File: src/sv/rmq_queue.sv
module rmq_queue #(
    parameter int W = 8
) (
    input  logic         clk,
    input  logic         rst_n,
    input  logic         push,
    input  logic [W-1:0] wdata,
    input  logic         pop,
    output logic [W-1:0] rdata,
    output logic         full,
    output logic         empty
);
    logic [W-1:0] mem_reg [2];
    logic         wr_ptr_reg, rd_ptr_reg;
    logic [1:0]   count_reg;

    assign full  = count_reg == 2'd2;
    assign empty = count_reg == 2'd0;
    assign rdata = mem_reg[rd_ptr_reg];

    always_ff @(posedge clk or negedge rst_n)
    begin
        if (!rst_n)
        begin
            wr_ptr_reg <= 1'b0;
            rd_ptr_reg <= 1'b0;
            count_reg  <= 2'd0;
        end
        else
        begin
            if (push)
                wr_ptr_reg <= !wr_ptr_reg;
            if (pop)
                rd_ptr_reg <= !rd_ptr_reg;
            if (push && !pop)
                count_reg <= count_reg + 2'd1;
            else if (pop && !push)
                count_reg <= count_reg - 2'd1;
        end
    end

    always_ff @(posedge clk)
    begin
        if (push)
            mem_reg[wr_ptr_reg] <= wdata;
    end

    a_no_overflow: assert property (@(posedge clk) disable iff (!rst_n)
        !(push && full)) else $error("push into full queue");
    a_no_underflow: assert property (@(posedge clk) disable iff (!rst_n)
        !(pop && empty)) else $error("pop from empty queue");

endmodule

File: config.mk
export PLATFORM = sky130hd
export DESIGN_NAME = rmq_queue
export DESIGN_NICKNAME = d
export VERILOG_FILES = /design/src/sv/rmq_queue.sv
export SDC_FILE = /design/constraint.sdc
export NUM_CORES = 1
export LEC_CHECK = 0
export BUFFER_PORTS_ARGS = -buffer_cell sky130_fd_sc_hd__buf_2
export CAP_MARGIN = 15
export CORE_ASPECT_RATIO = 0.75
export CORE_MARGIN = 10
export CORE_UTILIZATION = 25
export DETAILED_ROUTE_END_ITERATION = 16
export GPL_ROUTABILITY_DRIVEN = 0
export PLACE_DENSITY = 0.5
export SLEW_MARGIN = 10
export SYNTH_ARGS = -nofsm -noshare
export SYNTH_HDL_FRONTEND = slang
export SYNTH_SLANG_ARGS = --single-unit
File: constraint.sdc
create_clock -name clk -period 1.6 [get_ports clk]
set_input_delay 0.16 -clock clk [delete_from_list [all_inputs] [get_ports clk]]
set_output_delay 0.16 -clock clk [all_outputs]
set_load 0.05 [all_outputs]
# Word-level counts from Yosys, hierarchy flattened
# Memory sizes are Yosys's and may differ from the RTL's.
# Index checks and enable logic that the tools add are counted.
[op_classes]
n_addsub = 2
eq_ne = 1
n_mux = 4
n_reduce_logical = 8
[op_table]
columns = ["operator", "count"]
rows = [
  ["1-bit zero test", 4],
  ["2-bit 2-to-1 mux", 2],
  ["2-bit by 1-bit adder with 2-bit output, second input constant", 1],
  ["2-bit equality test, second input constant", 1],
  ["1-bit logical AND", 2],
  ["2-bit zero test", 1],
  ["1-bit 2-to-1 mux", 2],
  ["2-bit nonzero test", 1],
  ["2-bit by 1-bit subtractor with 2-bit output, second input constant", 1],
]
[word_totals]
reg_bits = 4
ram_bits = 16
input_bits = 12
wordCells = 19
mem_count = 1
[memory_table]
columns = ["name", "words", "word_bits", "read_ports", "rd_clocked_by_memory_dff", "wr", "line", "source"]
rows = [
  ["mem_reg", 2, 8, 1, 0, 1, "13", "logic [W-1:0] mem_reg [2];"],
]

# Longest topological paths before layout
# Gate-level depths: netlist (run 1).
[depth]
depth_word = 4
depth_mapped = 5
mapped_depth_nobuf = 5

# Worst setup path before layout (run 1)
# No wires, ideal clock.
[synth_path]
path_kind = "register to output"
start = "register count_reg[0]"
end = "output empty"
t_arrival_ns = 1.055
t_required_ns = 1.440
path_slack_ns = 0.385
stages_incl_launch_ff = 2
cell_sequence = "dfrtp_1 > nor2_1"
[synth_between]
elab_chain_cells = 1
[synth_rtl]
columns = ["item", "line", "source"]
rows = [
  ["from (decl)", "15", "logic [1:0] count_reg;"],
  ["from (signal assigned)", "36", "count_reg <= count_reg + 2'd1;"],
  ["from (signal assigned)", "38", "count_reg <= count_reg - 2'd1;"],
  ["2-bit zero test", "18", "assign empty = count_reg == 2'd0;"],
  ["to (decl)", "11", "output logic empty"],
]
# No other way between the ends.

# Worst setup path after layout (run 1)
[layout_path]
start = "register rd_ptr_reg"
end = "output rdata[3]"
[layout_between]
elab_chain_cells = 1
[layout_rtl]
columns = ["item", "line", "source"]
rows = [
  ["from (decl)", "14", "logic wr_ptr_reg, rd_ptr_reg;"],
  ["from (signal assigned)", "34", "rd_ptr_reg <= !rd_ptr_reg;"],
  ["memory 2 x 8 bit", "n/a", ""],
  ["to (decl)", "9", "output logic [W-1:0] rdata,"],
]
# No other way between the ends.

==> reports/results.ini, run 1 <==
[worst_setup_path]
critPathLaunchType = flip-flop
cp_max_fo = 9
cp_slowest_cell = dfrtp_2
r2r_slack_ns = 0.50
arrival_ns = 1.32
path_cells = mux2_2 -> buf_2
endpoint_kind = output port
required_ns = 1.44
critPathMaxStageDelay_ns = 0.49
path_class = flip-flop to output port

[timing]
setup_violations = 0
tns_ns = 0
drv_slew = 0
rsz0062_at_grt = false
min_period_ns = 1.48
clock.fmax_ghz = 0.678
relSlewSlack_pct = 72.9
clock_skew_ns = 0.00162
fin_crit_sh_pct = 92.2
finalHoldViolations = 0
worst_slew_pin_slew_ns = 0.407

[floorplanning]
fp-row-count = 17
core_area_um2 = 2960
initial_utilization_pct = 26.1
die_x_um = 84.1
pin_count = 22
die_h_um = 68.1
die_area_um2 = 5730

[logic_synthesis]
synth_top_cell_area_share_pct = 62.3
synthArstFlopShare_pct = 20.0
ys_warn_count = 0
ys.flop_type = edfxtp_1
syn_nets = 54
netlist_instances = 41
synth_edf_count = 16
yosys-top-cells-count = edfxtp_1, mux2_2, dfrtp_1, xor2_1, nor2_1
synth_area_leaders = edfxtp_1, dfrtp_1, mux2_2
netlist_area_um2 = 771
ys_types = 12
seq_area_frac_synth_pct = 75.3
yosysMostFrequentCell = edfxtp_1
yosys.area.top_type = edfxtp_1
ys_seq_elements = 20
synth_area_per_cell_um2 = 18.8

[route]
drc = 0
drt-total-wl_mm = 1.41
postRouteAntennaNets = 0
num_vias = 410
first_pass_iters = 4
dr.first_iter.drc_count = 44
drt-vias-per-instance = 3.90
routedWlPerCell_um = 13.4

[clocking]
clkTransAtPathRegs_ns = 0.07
ctsRootBufferMaster = clkbuf_8
clock_path_buffers = 2
clock_sinks = 20
cts_tree = yes
clk_latency_ns = 0.25
htree_levels = 1
cts_made_buffers = 3

[global_routing]
overflow = 0
grt_max_degree = 12
grt_pass1_vias = 467
grt_first_pass_wirelength_mm = 2.15
antenna_found_initial = 0
grt_usage_pct = 5.01

[final_layout]
drive_above_1_share_pct = 52.2
areaGrowthSynthToFinish_pct = 26.6
largest_reg_flops = 16
final_cells = 105
layout.nets = 81
final_core_util_pct = 33.0
diodes = 0

[placement]
io_buffers = 21
dp_hpwl_mm = 1.06
dp.cells = 100

[power]
power_density_nw_per_um2 = 1970
ir_drop_v = 0.000822
p_leak_nw = 0.391

[outcome]
status = finished, final reports clean

[flow_run]
maxCapViolations = 0

[worst_hold_path]
hold_class = input pin to flip-flop

through the flow:
stage / cell area, µm² / power [mW] / setup WS (ns) / hold WS (ns)
3_3_place_gp: 920 / 1.61 / 0.264 / -0.0269
5_1_grt: 976 / 2.03 / 0.0612 / 0.0765
6_report: 976 / 1.93 / 0.125 / 0.0893
2_1_floorplan: 771 / 1.45 / 0.385 / -0.136
3_5_place_dp: 920 / 1.62 / 0.275 / -0.0230
4_1_cts: 976 / 1.96 / 0.100 / 0.0839
cells by family after synthesis:
family,after synthesis,share of synthesized area [%]
buffers and inverters,2,1.95
AND/OR/NAND/NOR,5,3.74
adder cells (fa/ha/maj),1,1.62
XOR/XNOR,5,5.68
flip-flops,20,75.3
multiplexers,8,11.7
cells in the final DEF, fill, tap and decap left out, types with 2 or more instances in the layout:
| cell | instances |
|---|---|
| buf_2 | 21 |
| edfxtp_1 | 16 |
| mux2_2 | 8 |
| xor2_1 | 4 |
| clkbuf_8 | 3 |
| dfrtp_1 | 3 |
| nor2_1 | 2 |
area by class of cell:
class                           instances  area [µm²]
Fill cell                             306        1980
Sequential cell                        20         582
Multi-Input combinational cell         19         175
Timing Repair Buffer                   23         123
Tap cell                               38        47.5
Clock buffer                            4        45.0
Inverter                                1        3.75
worst paths after layout:
kind                                  from            end  depth (start not counted)
worst min-delay path              wdata[7]  mem_reg[1][7]                          1
worst max-delay path            rd_ptr_reg       rdata[3]                          2
max in group asynchronous            rst_n     rd_ptr_reg                          2
worst max register to register  wr_ptr_reg  mem_reg[1][2]                          1
worst min register to register  wr_ptr_reg     wr_ptr_reg                          1
min in group asynchronous            rst_n     wr_ptr_reg                          2
layer usage:
| layer | vias to the layer above | GRT usage [%] | share of wire, % |
|---|---|---|---|
| met5 | - | 0 | 0 |
| met3 | 4 | 4.27 | 11 |
| met1 | 194 | 4.62 | 43 |
| li1 | 197 | - | - |
| met4 | 0 | 1.88 | 0.85 |
| met2 | 15 | 8.14 | 45 |
timing repair:
action                                  in CTS  in global routing
setup buffers                                0                  0
hold endpoints to repair                     4                  0
resized for setup                            1                  0
hold buffers                                 1                  0
endpoints found under the setup margin       8                  0
critical path, delay by kind of cell (launching register included):
family                 cells  cell delay (ns)
buffers and inverters      1             0.21
DFF                        1             0.49
muxes                      1             0.36
report_power, final:
group	switching (mW)	internal (mW)	total (mW)
Clock	0.153	0.177	0.330
Combinational	0.547	0.240	0.787
Sequential	0.0975	0.711	0.808
Total	0.798	1.13	1.93
Note: power is estimated with default switching activity, not from simulation.
==> inputs of run 2 (changes only) <==
Settings changed: RECOVER_POWER set to 50.
Clock period 1.6 ns to 1.7 ns, I/O delays scaled along.
==> run 2 against run 1 <==
  * Cell count unchanged
  * Clock power down 6.1%
  * First-iteration DRC count decreased by 14%
  * Die area unchanged
  * Non-clock buffer count stayed put
  * Count of clock-buffer cells in the layout unchanged
  * Wire length fell by 0.50%
  * Critical path type unchanged
  * Cell area is 0.90% lower
  * Power decreased by 6.4%
==> reports/results.ini, run 2 (synthesis gave the netlist of run 1 again) <==
[timing]
drv_slew = 0  ; unchanged
worst_slew_pin_slew_ns = 0.504  ; was 0.407 ns
fin_crit_sh_pct = 93.5
tns_ns = 0  ; unchanged
rsz0062_at_grt = false  ; unchanged
min_period_ns = 1.59
clock.fmax_ghz = 0.629
relSlewSlack_pct = 66.4  ; was 72.9%
finalHoldViolations = 0  ; unchanged
clock_skew_ns = 0.00200  ; was 0.00162 ns
setup_violations = 0  ; unchanged
fin_ws_ns = 0.111  ; was 0.125 ns
whs_ns = 0.0993  ; was 0.0893 ns

[power]
pwr-share-comb_pct = 40.7  ; was 40.9%
seqPwrFrac_pct = 42.1  ; was 42.0%
ir_drop_v = 0.000769  ; was 0.000822 V
totalPowerFinal_mw = 1.80  ; was 1.93 mW
swShare_pct = 41.6  ; was 41.4%
power_switching_mw = 0.750  ; was 0.798 mW
power_frac_clock_pct = 17.2  ; was 17.1%
intPower_mw = 1.05  ; was 1.13 mW
p_leak_nw = 0.380  ; was 0.391 nW
power_density_nw_per_um2 = 1860  ; was 1970 nW/µm²

[route]
postRouteAntennaNets = 0  ; unchanged
first_pass_iters = 4  ; unchanged
drc = 0  ; unchanged
drt-vias-per-instance = 3.90  ; about the same
routedWlPerCell_um = 13.4  ; about the same
num_vias = 409  ; was 410
dr.first_iter.drc_count = 38  ; was 44
drt-total-wl_mm = 1.40  ; was 1.41 mm

[floorplanning]
initial_utilization_pct = 26.1  ; unchanged
fp-row-count = 17  ; unchanged
core_area_um2 = 2960  ; unchanged
die_area_um2 = 5730  ; unchanged
pin_count = 22  ; unchanged
die_x_um = 84.1  ; unchanged
die_h_um = 68.1  ; unchanged

[worst_setup_path]
cp_slowest_cell = dfrtp_1  ; was dfrtp_2
path_cells = mux2_2 -> buf_2  ; unchanged
cp_num_buf_inv = 1  ; unchanged
cp_max_fo = 9  ; unchanged
endpoint_kind = output port  ; unchanged
critPathMaxStageDelay_ns = 0.57  ; was 0.49 ns
cp_top_family = flip-flops  ; unchanged
critPathLaunchType = flip-flop  ; unchanged
required_ns = 1.53  ; was 1.44 ns
path_class = flip-flop to output port  ; unchanged
arrival_ns = 1.42  ; was 1.32 ns

[clocking]
clk_latency_ns = 0.25  ; about the same
cts_tree = yes  ; unchanged
htree_levels = 1  ; unchanged
ctsRootBufferMaster = clkbuf_8  ; unchanged
ctsResizeCount = 0  ; was 1
postCtsSetupBuffers = 0  ; unchanged
clkTransAtPathRegs_ns = 0.07  ; about the same
clock_path_buffers = 2  ; unchanged
clock_sinks = 20  ; unchanged
cts_made_buffers = 3  ; unchanged

[global_routing]
grt_pass1_vias = 467  ; unchanged
overflow = 0  ; unchanged
grt_max_degree = 12  ; unchanged
antenna_found_initial = 0  ; unchanged
grt_usage_pct = 5.01  ; unchanged
grt_first_pass_wirelength_mm = 2.15  ; unchanged

[final_layout]
layout.nets = 81  ; unchanged
final_cells = 105  ; unchanged
layout_common_cells = buf_2, edfxtp_1, mux2_2  ; unchanged
stdcell_area_um2 = 967  ; was 976 µm²
final_core_util_pct = 32.7  ; was 33.0%
final_common_cell = buf_2  ; unchanged
areaGrowthSynthToFinish_pct = 25.5  ; was 26.6%
drive_above_1_share_pct = 44.8  ; was 52.2%
diodes = 0  ; unchanged
largest_reg_flops = 16  ; unchanged

[placement]
place_ws_ns = 0.365  ; was 0.275 ns
dp.cells = 100  ; unchanged
io_buffers = 21  ; unchanged
dp_hpwl_mm = 1.06  ; unchanged
dpl_cell_area_um2 = 920  ; unchanged

[worst_hold_path]
hold_class = input pin to flip-flop  ; unchanged

[outcome]
status = finished, final reports clean  ; unchanged

[flow_run]
maxCapViolations = 0  ; unchanged

## run 2: cell count changes in the layout (fill, tap and decap cells not counted)
| cell | delta |
|---|---|
| dfrtp_2 | -1 |
| buf_2 | -3 |
| clkbuf_1 | +4 |
| buf_4 | -1 |
| dfrtp_1 | +1 |
## run 2: final timing paths
check	endpoint	from	cells past startpoint	slack, ns
max reg2reg	mem_reg[0][2]	wr_ptr_reg	2	0.43
min reg2reg	wr_ptr_reg	wr_ptr_reg	1	0.49
max in group asynchronous	rd_ptr_reg	rst_n	2	1.22
min in group asynchronous	wr_ptr_reg	rst_n	2	0.28
max	rdata[3]	rd_ptr_reg	2	0.11
min	mem_reg[1][7]	wdata[7]	1	0.1
## run 2: timing repair
action	4_1_cts	5_1_grt
endpoints found under the hold margin	4	0
hold buffers	1	0
endpoints found under the setup margin	0	0
## run 2: power groups by stage
stage / clock network [mW] / logic (mW) / registers (mW)
after floorplan: 0 / 0.646 / 0.719
after global placement: 0 / 0.749 / 0.768
final: 0.310 / 0.734 / 0.758
after CTS: 0.325 / 0.757 / 0.762
after global routing: 0.347 / 0.779 / 0.774
after detailed placement: 0 / 0.753 / 0.773
## run 2: layout make-up
type                       instances  area [µm²]
multi-input combinational         19         175
sequential                        20         581
timing repair buffer              23         115
clock buffer                       4        45.0
tap                               38        47.5
fill                             307        1990
inverter                           1        3.75
## run 2: layer usage
layer	GRT usage [%]	vias up	wire [µm]
li1	-	197	-
met4	1.88	0	12
met1	4.62	193	595
met5	0	-	0
met2	8.14	15	642
met3	4.27	4	151
