File: config.mk
export PLATFORM = sky130hd
export DESIGN_NAME = rmq_front
export DESIGN_NICKNAME = d
export VERILOG_FILES = /design/src/sv/rmq_pkg.sv /design/src/sv/rmq_front.sv
export SDC_FILE = /design/constraint.sdc
export NUM_CORES = 1
export LEC_CHECK = 0
export BUFFER_PORTS_ARGS = -buffer_cell sky130_fd_sc_hd__buf_2
export CAP_MARGIN = 20
export CORE_ASPECT_RATIO = 2
export CORE_UTILIZATION = 50
export DETAILED_ROUTE_END_ITERATION = 8
export PLACE_DENSITY = 0.82
export SLEW_MARGIN = 30
export SYNTH_ARGS = -nofsm -noshare
export SYNTH_HDL_FRONTEND = slang
export SYNTH_SLANG_ARGS = --single-unit
File: constraint.sdc
create_clock -name clk -period 14.71 [get_ports clk]
set_input_delay 2.942 -clock clk [delete_from_list [all_inputs] [get_ports clk]]
set_output_delay 2.942 -clock clk [all_outputs]
set_load 0.02 [all_outputs]
File: src/sv/rmq_pkg.sv
package rmq_pkg;

    localparam int IN_W   = 24;
    localparam int NUM_W  = 25;
    localparam int QUOT_W = 25;
    localparam int THR_W  = 23;

    localparam logic [1:0] SEL_NORMAL = 2'd0;
    localparam logic [1:0] SEL_X      = 2'd1;
    localparam logic [1:0] SEL_Y      = 2'd2;
    localparam logic [1:0] SEL_Z      = 2'd3;

    localparam logic [22:0]        UQ_MAX  = 23'h7FFFFF;
    localparam logic signed [23:0] OUT_MAX = 24'sh7FFFFF;
    localparam logic signed [23:0] OUT_MIN = 24'sh800000;

    // Numerators of all three quotients for both paths
    typedef struct packed {
        logic signed [NUM_W-1:0] d1;
        logic signed [NUM_W-1:0] d2;
        logic signed [NUM_W-1:0] d3;
        logic signed [NUM_W-1:0] s01;
        logic signed [NUM_W-1:0] s02;
        logic signed [NUM_W-1:0] s12;
    } num_set_t;

    typedef struct packed {
        logic [1:0] sel;
        num_set_t   nums;
    } side_t;

    typedef struct packed {
        logic [1:0]        csel;
        logic [22:0]       e0q;
        logic signed [23:0] rtq;
    } tail_t;

endpackage

File: src/sv/rmq_front.sv
module rmq_front #(
    parameter int FRAC_BITS = 22,
    parameter int NW = 28
) (
    input  logic                 clk,
    input  logic                 rst_n,
    input  logic                 in_valid,
    output logic                 in_ready,
    input  logic signed [23:0]   m00,
    input  logic signed [23:0]   m01,
    input  logic signed [23:0]   m02,
    input  logic signed [23:0]   m10,
    input  logic signed [23:0]   m11,
    input  logic signed [23:0]   m12,
    input  logic signed [23:0]   m20,
    input  logic signed [23:0]   m21,
    input  logic signed [23:0]   m22,
    input  logic                 q_full,
    output logic                 push,
    output logic signed [NW-1:0] n0,
    output logic signed [NW-1:0] nsel,
    output rmq_pkg::side_t       side
);
    import rmq_pkg::*;

    logic                 fv_reg;
    logic signed [NW-1:0] n0_reg, nsel_reg;
    side_t                side_reg;
    logic signed [NW-1:0] e00, e11, e22, one, trace, t0, n1, n2, n3, ns;
    logic [1:0]           sel;
    side_t                side_next;
    logic                 accept;

    assign e00   = NW'(m00);
    assign e11   = NW'(m11);
    assign e22   = NW'(m22);
    assign one   = NW'(1) << FRAC_BITS;
    assign trace = e00 + e11 + e22;
    assign t0    = trace + one;
    assign n1    = one + (e00 <<< 1) - trace;
    assign n2    = one + (e11 <<< 1) - trace;
    assign n3    = one + (e22 <<< 1) - trace;

    // Largest square, ties to the later index
    always_comb
    begin
        if (n1 > n2)
            sel = (n1 > n3) ? SEL_X : SEL_Z;
        else
            sel = (n2 > n3) ? SEL_Y : SEL_Z;
        unique case (sel)
            SEL_X:   ns = n1;
            SEL_Y:   ns = n2;
            default: ns = n3;
        endcase
    end

    always_comb
    begin
        side_next.sel      = sel;
        side_next.nums.d1  = NUM_W'(m21) - NUM_W'(m12);
        side_next.nums.d2  = NUM_W'(m02) - NUM_W'(m20);
        side_next.nums.d3  = NUM_W'(m10) - NUM_W'(m01);
        side_next.nums.s01 = NUM_W'(m10) + NUM_W'(m01);
        side_next.nums.s02 = NUM_W'(m20) + NUM_W'(m02);
        side_next.nums.s12 = NUM_W'(m21) + NUM_W'(m12);
    end

    assign push     = fv_reg && !q_full;
    assign in_ready = !fv_reg || !q_full;
    assign accept   = in_valid && in_ready;

    always_ff @(posedge clk or negedge rst_n)
    begin
        if (!rst_n)
            fv_reg <= 1'b0;
        else if (accept)
            fv_reg <= 1'b1;
        else if (push)
            fv_reg <= 1'b0;
    end

    always_ff @(posedge clk)
    begin
        if (accept)
        begin
            n0_reg   <= t0;
            nsel_reg <= ns;
            side_reg <= side_next;
        end
    end

    assign n0   = n0_reg;
    assign nsel = nsel_reg;
    assign side = side_reg;

endmodule

== Word level (Yosys, flattened, before mapping) ==
Index checks and enable logic that the tools add are counted.
Storage, ports and cells
  register bits: 209
  bits of input ports: 220
  output and inout port bits: 210
  logic and storage cells: 42
Operators by class
  $add $sub $neg: 15
  order comparisons: 3
  equality and inequality tests: 2
  multiplexer cells: 6
  reductions and logical operators: 6
Operators with widths (number)
  24-bit by 24-bit adder with 25-bit output: 4
  27-bit > comparator: 3
  26-bit by 26-bit subtractor with 27-bit output: 3
  24-bit by 25-bit adder with 26-bit output (first input constant): 3
  24-bit by 24-bit subtractor with 25-bit output: 3
  28-bit case mux with 2 select lines: 1
  26-bit by 24-bit adder with 27-bit output (second input constant): 1
  25-bit by 24-bit adder with 26-bit output: 1
  2-bit two-way mux: 2
  1-bit two-way mux: 3
  2-bit by 1-bit == test with 1-bit output (second input constant): 1
  2-bit == test (second input constant): 1
  1-bit logical AND: 2
  1-bit logical NOT: 2
  2-bit nonzero test: 1
  1-bit logical OR: 1

== Depth between registers and ports, before layout ==
Gate-level depths: netlist of the first run.
  word-level depth: 8
  gate-level depth with buffers: 40
  mapped depth without buffers: 39

== Least setup slack after synthesis of the first run ==
No wires, ideal clock.
  path type: input port to flip-flop
  from: input m00[1]
  to: register nsel_reg[1] (netlist: nsel[1]), data pin
  library setup time: 0.254 ns
  arrival time: 10.043 ns
  data required time: 14.456 ns
  setup slack: 4.413 ns
  cell stages on the path: 36
  path buffers: 1
  cell sequence: fa_1 > ha_1 > fa_1 > a21o_1 > a21oi_1 > o21bai_1 > a21oi_1 > o21bai_1 > a21oi_1 > o211ai_1 > o21ai_0 > nand2b_1 > a21o_1 > a21oi_1 > xnor2_1 > nor2b_1 > ha_1 > a21o_1 > a211o_1 > or4_4 > and2_1 > xor2_1 > ha_1 > nand4_1 > nor2_1 > nand2_1 > o21ai_0 > maj3_1 > maj3_1 > nor2_1 > o211ai_1 > o2111a_2 > o21bai_2 > nand2_2 > buf_6 > o21a_1
Between the ends
  word-level cells in the longest chain between the ends: 8
  elaborated cells between the ends (all ways): 15
  those cells by class: add/sub (6); order compare (3); eq/ne (2); mux (4)
Ends and longest elaborated chain
  start: declaration: RTL line rmq_front.sv:9  | input logic signed [23:0] m00,
  24-bit by 24-bit adder with 25-bit output: RTL line rmq_front.sv:38  | assign trace = e00 + e11 + e22;
  25-bit by 24-bit adder with 26-bit output: RTL line rmq_front.sv:38
  26-bit by 26-bit subtractor with 27-bit output, on equally long branches: RTL line rmq_front.sv:41, rmq_front.sv:40, rmq_front.sv:42
  27-bit > comparator, on equally long branches: RTL line rmq_front.sv:50, rmq_front.sv:48
  1-bit two-way mux or 2-bit two-way mux (tied branches): RTL line rmq_front.sv:50, rmq_front.sv:48
  2-bit two-way mux: RTL line rmq_front.sv:47  | if (n1 > n2)
  2-bit == test or 2-bit by 1-bit == test with 1-bit output (tied branches): RTL line rmq_front.sv:51  | unique case (sel)
  28-bit case mux with 2 select lines (*): RTL line rmq_front.sv:51
  via ns[1]: RTL line rmq_front.sv:29  | logic signed [NW-1:0] e00, e11, e22, one, trace, t0, n1, n2, n3, ns;
  end signal: assignment: RTL line rmq_front.sv:88  | nsel_reg <= ns;
  end: declaration: RTL line rmq_front.sv:27  | logic signed [NW-1:0] n0_reg, nsel_reg;
Mark *: on every way through the listed nets, which the timed path passes. The rest lies on a longest branch.
A chain may end at the register's enable or synchronous reset.

== Final worst setup path of the first run ==
Same ends and word-level chain as after synthesis.

==> results.toml, run 1 <==
[timing]
timing.final.crit_share_pct = 78.2
fin_tns_setup_ns = 0
hold_ws_ns = 0.577
rsz0062_at_grt = "false"
setup_viol = 0
hold_violations = 0
report.final.slew_viol_count = 0
finalCriticalPeriod_ns = 11.51
worst_pin_slew_ns = 0.916
relSlewSlack_pct = 38.9
fmax_ghz = 0.0869
fin_skew_ns = 0.0118

[pwr]
p_int_w = 0.00322
power.leakage_nw = 11.7
combPwrFrac_pct = 76.4
swShare_pct = 50.8
p_clk_share_pct = 9.3
power_density_mw_per_mm2 = 263
p_switching_w = 0.00333
peakVddDrop_mv = 0.214
seq_power_share_pct = 14.3

[layout]
drive_above_1_share_pct = 19.6
largest_register_ffs = 149
multi_input_area_sq_mm = 0.0142
stdcell_area_sq_mm = 0.0249
syn2layout_area_growth_pct = 16.3
fillers = 3654
seqCellArea_sq_mm = 0.00609
nets = 3291
fin_util_pct = 58.8

[clock_network]
cts_buffer_depth = 3
cts_tree = "yes"
ctsHoldBuffers = 0
cts_resized = 0
post_cts_buffers = 0
htree_levels = 1
cts_sinks = 203
cts_made_buffers = 23
cts-root-buf = "clkbuf_16"
clk_pin_slew_worst_paths_ns = 0.07
clkLatencyLatePin_ns = 0.54

[synth]
yosys.area_share.xor_xnor_pct = 10.0
synthTopCellsByArea = "edfxtp_1, ha_1, xnor2_1"
ys_ff_latch = 203
synth_top_area_share_pct = 28.3
synth_ff_type = "edfxtp_1"
ys_async_sr_fraction_pct = 0.493
synthSimpleGateAreaFrac_pct = 13.1
synth_top_family_by_area = "adder cells"
syn_inst = 2290
yosysWarnings = 0
yosysMostFrequentCell = "ha_1"
synth_compound_area_share_pct = 18.7
syn_area_sq_mm = 0.0214
seq_area_frac_synth_pct = 28.4
yosysTopAreaCell = "edfxtp_1"
synth_commonest_cells = "ha_1, inv_1, edfxtp_1"
avgSynthCellArea_sq_um = 9.36
yosys.cell_types.count = 92
synth_nets = 2882
synth.area.mux_share_pct = 1.27
synthAdderAreaFrac_pct = 23.1
synth-edff-count = 202

[routing]
drcViolationCount = 0
routed_wl_mm = 69.4
dr.pass1.iters = 6
vias = 19259
drtIter0Drc = 1035
antenna_left = 0
avgViaCountPerCell = 5.89
wl_per_cell_um = 21.2

[floorplan]
die_area_sq_mm = 0.0438
coreArea_sq_mm = 0.0424
die_h_um = 295
chipWidth_um = 148
rows = 107
boundaryPins = 430
initial_core_util_pct = 50.5

[grt]
grt_pass1_wl_mm = 104
grt_max_degree = 129
grtUsageTotal_pct = 31.1
grt_pass1_vias = 19830
antenna_found_initial = 11
grt-ovfl-total = 0

[job]
drv_cap = 0

[worst_setup_path]
start_kind = "input port"
crit_buf_inv = 3
cpPeakStageDelay_ns = 0.54
cpLargestDelayFamily = "compound AO/OA/AOI/OAI gates"
cpMostUsedCell = "a21oi_1"
crit_fanout = 21
worst_path_max_delay_cell = "fa_1"
cp.required_ns = 14.99
crit_type = "in2reg"
end_kind = "flop"
cp.arrival_ns = 11.79

[run_status]
outcome = "completed"

[placement]
placedInstanceArea_sq_mm = 0.0241
post-dp-hpwl_mm = 57.8
io_buffer_count = 429
gp_congestion = 0.999

[min_path]
hp-class = "reg2reg"
cell families (layout without fill, tap and decap cells):
logic type / Yosys count / in the layout
muxes: 27 / 27
AOI/OAI and AO/OA: 592 / 592
buffers and inverters: 298 / 724
and+or+nand+nor: 550 / 550
xor gates and xnor gates: 244 / 244
other: 0 / 10
DFF: 203 / 203
adders and majority gates: 376 / 376
per-stage QoR:
| step | setup slack, ns | power, W | instances |
|---|---|---|---|
| floorplan | 4.41 | 0.00457 | 2290 |
| global placement | 2.91 | 0.00570 | 3218 |
| detailed placement | 2.75 | 0.00585 | 3219 |
| CTS | 3.30 | 0.00648 | 3261 |
| global route | 2.75 | 0.00700 | 3269 |
| finish | 3.20 | 0.00656 | 3271 |
cells in the final DEF, fill, tap and decap left out, types with 25 or more instances in the layout:
master / count
nor3_1: 43
buf_2: 429
mux2i_1: 25
fa_1: 34
nand3_1: 36
a21oi_1: 160
and3_1: 30
inv_1: 248
nor2_1: 154
nand2_1: 84
a21o_1: 79
nand2b_1: 38
xor2_1: 59
xnor2_1: 184
nor2b_1: 72
edfxtp_1: 202
ha_1: 338
o21ai_0: 96
o21bai_1: 34
a31oi_1: 30
tightest hold or removal path, delay by kind of cell (launching register included):
kind          cells  cell delay, ns
simple gates      2            0.19
flops             1            0.35
layer usage:
metal,track usage (%),wire [um],up-vias
li1,-,-,9037
met1,26.8,21300,9020
met2,60.0,36900,894
met3,4.89,4510,306
met4,28.0,6760,2
met5,0,11,-
cell type report:
cell class	instances	area share, %
multi-input combinational	1789	57.0
sequential	203	24.4
timing repair buffer	434	8.86
inverter	248	3.73
tap	545	2.73
clock buffer	26	2.35
clock inverter	16	0.743
antenna	10	0.100
final timing paths:
kind                        start      end  slack [ns]  cells after the start
max                        m00[1]  nsel[1]        3.20                     35
min                        fv_reg   fv_reg        0.58                      2
max reg2reg                fv_reg   n0[10]       12.48                      3
min reg2reg                fv_reg   fv_reg        0.58                      2
max in group asynchronous   rst_n   fv_reg       12.45                      1
min in group asynchronous   rst_n   fv_reg        2.18                      1
power by group through the flow:
stage                     combinational, W  clock [W]  sequential [W]
final                              0.00501   0.000613        0.000937
after detailed placement           0.00490          0        0.000947
after CTS                          0.00492   0.000624        0.000937
after global placement             0.00475          0        0.000948
after global routing               0.00541   0.000640        0.000945
after floorplan                    0.00350          0         0.00107
No activity file was read; power rests on OpenSTA's default activity.
==> run 2, diff against run 1 <==
- PLACE_DENSITY: 0.82 -> 0.84
- clock period: 14.71 -> 9.5 ns (I/O delays scaled with it)
==> run 2 against run 1 <==
Net effect: sequential share of layout area fell by 1.7 points; hold slack lost 0.016 ns; combinational power increased by 86%; global-route usage up 1.4 points; flip-flop and latch count did not move; worst setup slack worse by 2.8 ns; sequential power grew 57%; power increased by 80%; critical path depth is 2 higher; final cell count is 6.8% higher; clock skew increased by 0.0012 ns; routed wire length up 4.6%; highest routed layer unchanged.
==> results.toml, run 2 (synthesized netlist as in run 1, its figures left out) <==
[placement]
io_buffer_count = 429
post-dp-hpwl_mm = 60.1
gp_congestion = 1.02

[worst_setup_path]
end_kind = "flop"
cpMostUsedCell = "a21o_1"
worst_path_max_delay_cell = "or4_1"
crit_buf_inv = 6
cpLargestDelayFamily = "compound AO/OA/AOI/OAI gates"
cpPeakStageDelay_ns = 0.54
start_kind = "input port"
r2r_cells = 3
crit_fanout = 6
crit_type = "in2reg"
path_depth = 37
cp.required_ns = 9.78
cp.arrival_ns = 9.40

[grt]
grt_pass1_wl_mm = 109
grt_pass1_vias = 21023
grt-ovfl-total = 0
grtUsageTotal_pct = 32.5
grt_max_degree = 79
antenna_found_initial = 6

[floorplan]
boundaryPins = 430
initial_core_util_pct = 50.5
coreArea_sq_mm = 0.0424
chipWidth_um = 148
die_h_um = 295
rows = 107
die_area_sq_mm = 0.0438

[routing]
antenna_left = 0
dr.pass1.iters = 7
routed_wl_mm = 72.7
avgViaCountPerCell = 5.81
drcViolationCount = 0
drtIter0Drc = 1002
vias = 20297
wl_per_cell_um = 20.8

[layout]
multi_input_area_sq_mm = 0.0143
largest_register_ffs = 149
syn2layout_area_growth_pct = 24.9
drive_above_1_share_pct = 26.3
fin_util_pct = 63.1
final_common_cell = "buf_2"
layout_common_cells = "buf_2, ha_1, inv_1, buf_4, edfxtp_1"
nets = 3517
seqCellArea_sq_mm = 0.00609
fillers = 3423

[timing]
fin_skew_ns = 0.0130
report.final.slew_viol_count = 0
hold_violations = 0
timing.final.crit_share_pct = 95.9
hold_ws_ns = 0.561
fmax_ghz = 0.110
relSlewSlack_pct = 46.7
fin_tns_setup_ns = 0
finalCriticalPeriod_ns = 9.12
worst_pin_slew_ns = 0.799
setup_viol = 0

[clock_network]
cts_sinks = 203
cts_tree = "yes"
clk_pin_slew_worst_paths_ns = 0.07
cts_buffer_depth = 3
clkLatencyLatePin_ns = 0.54
cts_made_buffers = 22
htree_levels = 1
cts-root-buf = "clkbuf_16"

[min_path]
hp-class = "reg2reg"
hold_path_depth = 2

[pwr]
power_density_mw_per_mm2 = 440
peakVddDrop_mv = 0.471
power.leakage_nw = 12.8

[run_status]
outcome = "completed"

[job]
drv_cap = 0
[run 2: cell count changes in the layout (fill, tap and decap cells not counted), sizes merged]
cell | before | now
buf | 434 | 661
diode | 10 | 6
inv | 253 | 255
bufinv | 3 | 4
clkinvlp | 2 | 1
clkbuf | 26 | 24
clkinv | 6 | 4
[run 2: per-layer routing]
| metal | global-route usage [%] | up-vias | wire length [um] |
|---|---|---|---|
| li1 | - | 9485 | - |
| met1 | 27.1 | 9540 | 21900 |
| met2 | 62.2 | 913 | 38700 |
| met3 | 5.84 | 353 | 4580 |
| met4 | 31.3 | 6 | 7430 |
| met5 | 0 | - | 37 |
[run 2: final cells by class]
cell class	count	area share, %
Multi-Input combinational cell	1789	53.5
Sequential cell	203	22.7
Timing Repair Buffer	661	14.7
Inverter	248	3.47
Tap cell	545	2.55
Clock buffer	24	2.16
Clock inverter	16	0.803
Antenna cell	6	0.0560
[run 2: report_power, final]
group	switching, W	total [W]	internal, W
combinational	0.00500	0.00934	0.00434
sequential	0.0000766	0.00147	0.00139
clock	0.000425	0.000987	0.000562
[run 2: stage by stage]
stage | cell area, sq um | worst slack, ns | instances | power, W
floorplan | 21400 | 0.245 | 2290 | 0.00708
global placement | 25800 | -0.286 | 3440 | 0.0101
detailed placement | 25800 | -0.561 | 3440 | 0.0104
CTS | 26600 | 0.00317 | 3482 | 0.0115
global route | 26800 | -0.000766 | 3489 | 0.0126
finish | 26800 | 0.385 | 3492 | 0.0118
[run 2: path summary, 6_finish.rpt]
path,start,to,slack (ns)
worst max-delay path,m00[1],nsel[25],0.38
worst min-delay path,fv_reg,fv_reg,0.56
worst max register to register,fv_reg,side[4],7.21
worst min register to register,fv_reg,fv_reg,0.56
max in group asynchronous,rst_n,fv_reg,8.29
min in group asynchronous,rst_n,fv_reg,1.12
[run 2: worst register-to-register path: stages, from the launching register on]
cell     delay [ns]
dfrtp_1        0.37
nand2_1        0.12
and2_4         0.63
buf_6          0.71
[run 2: repair_timing]
action                     in CTS  in global routing
pin swaps                       1                  5
buffers inserted                2                  4
resized for setup               1                 22
hold buffers                    0                  0
setup endpoints to repair       2                 28
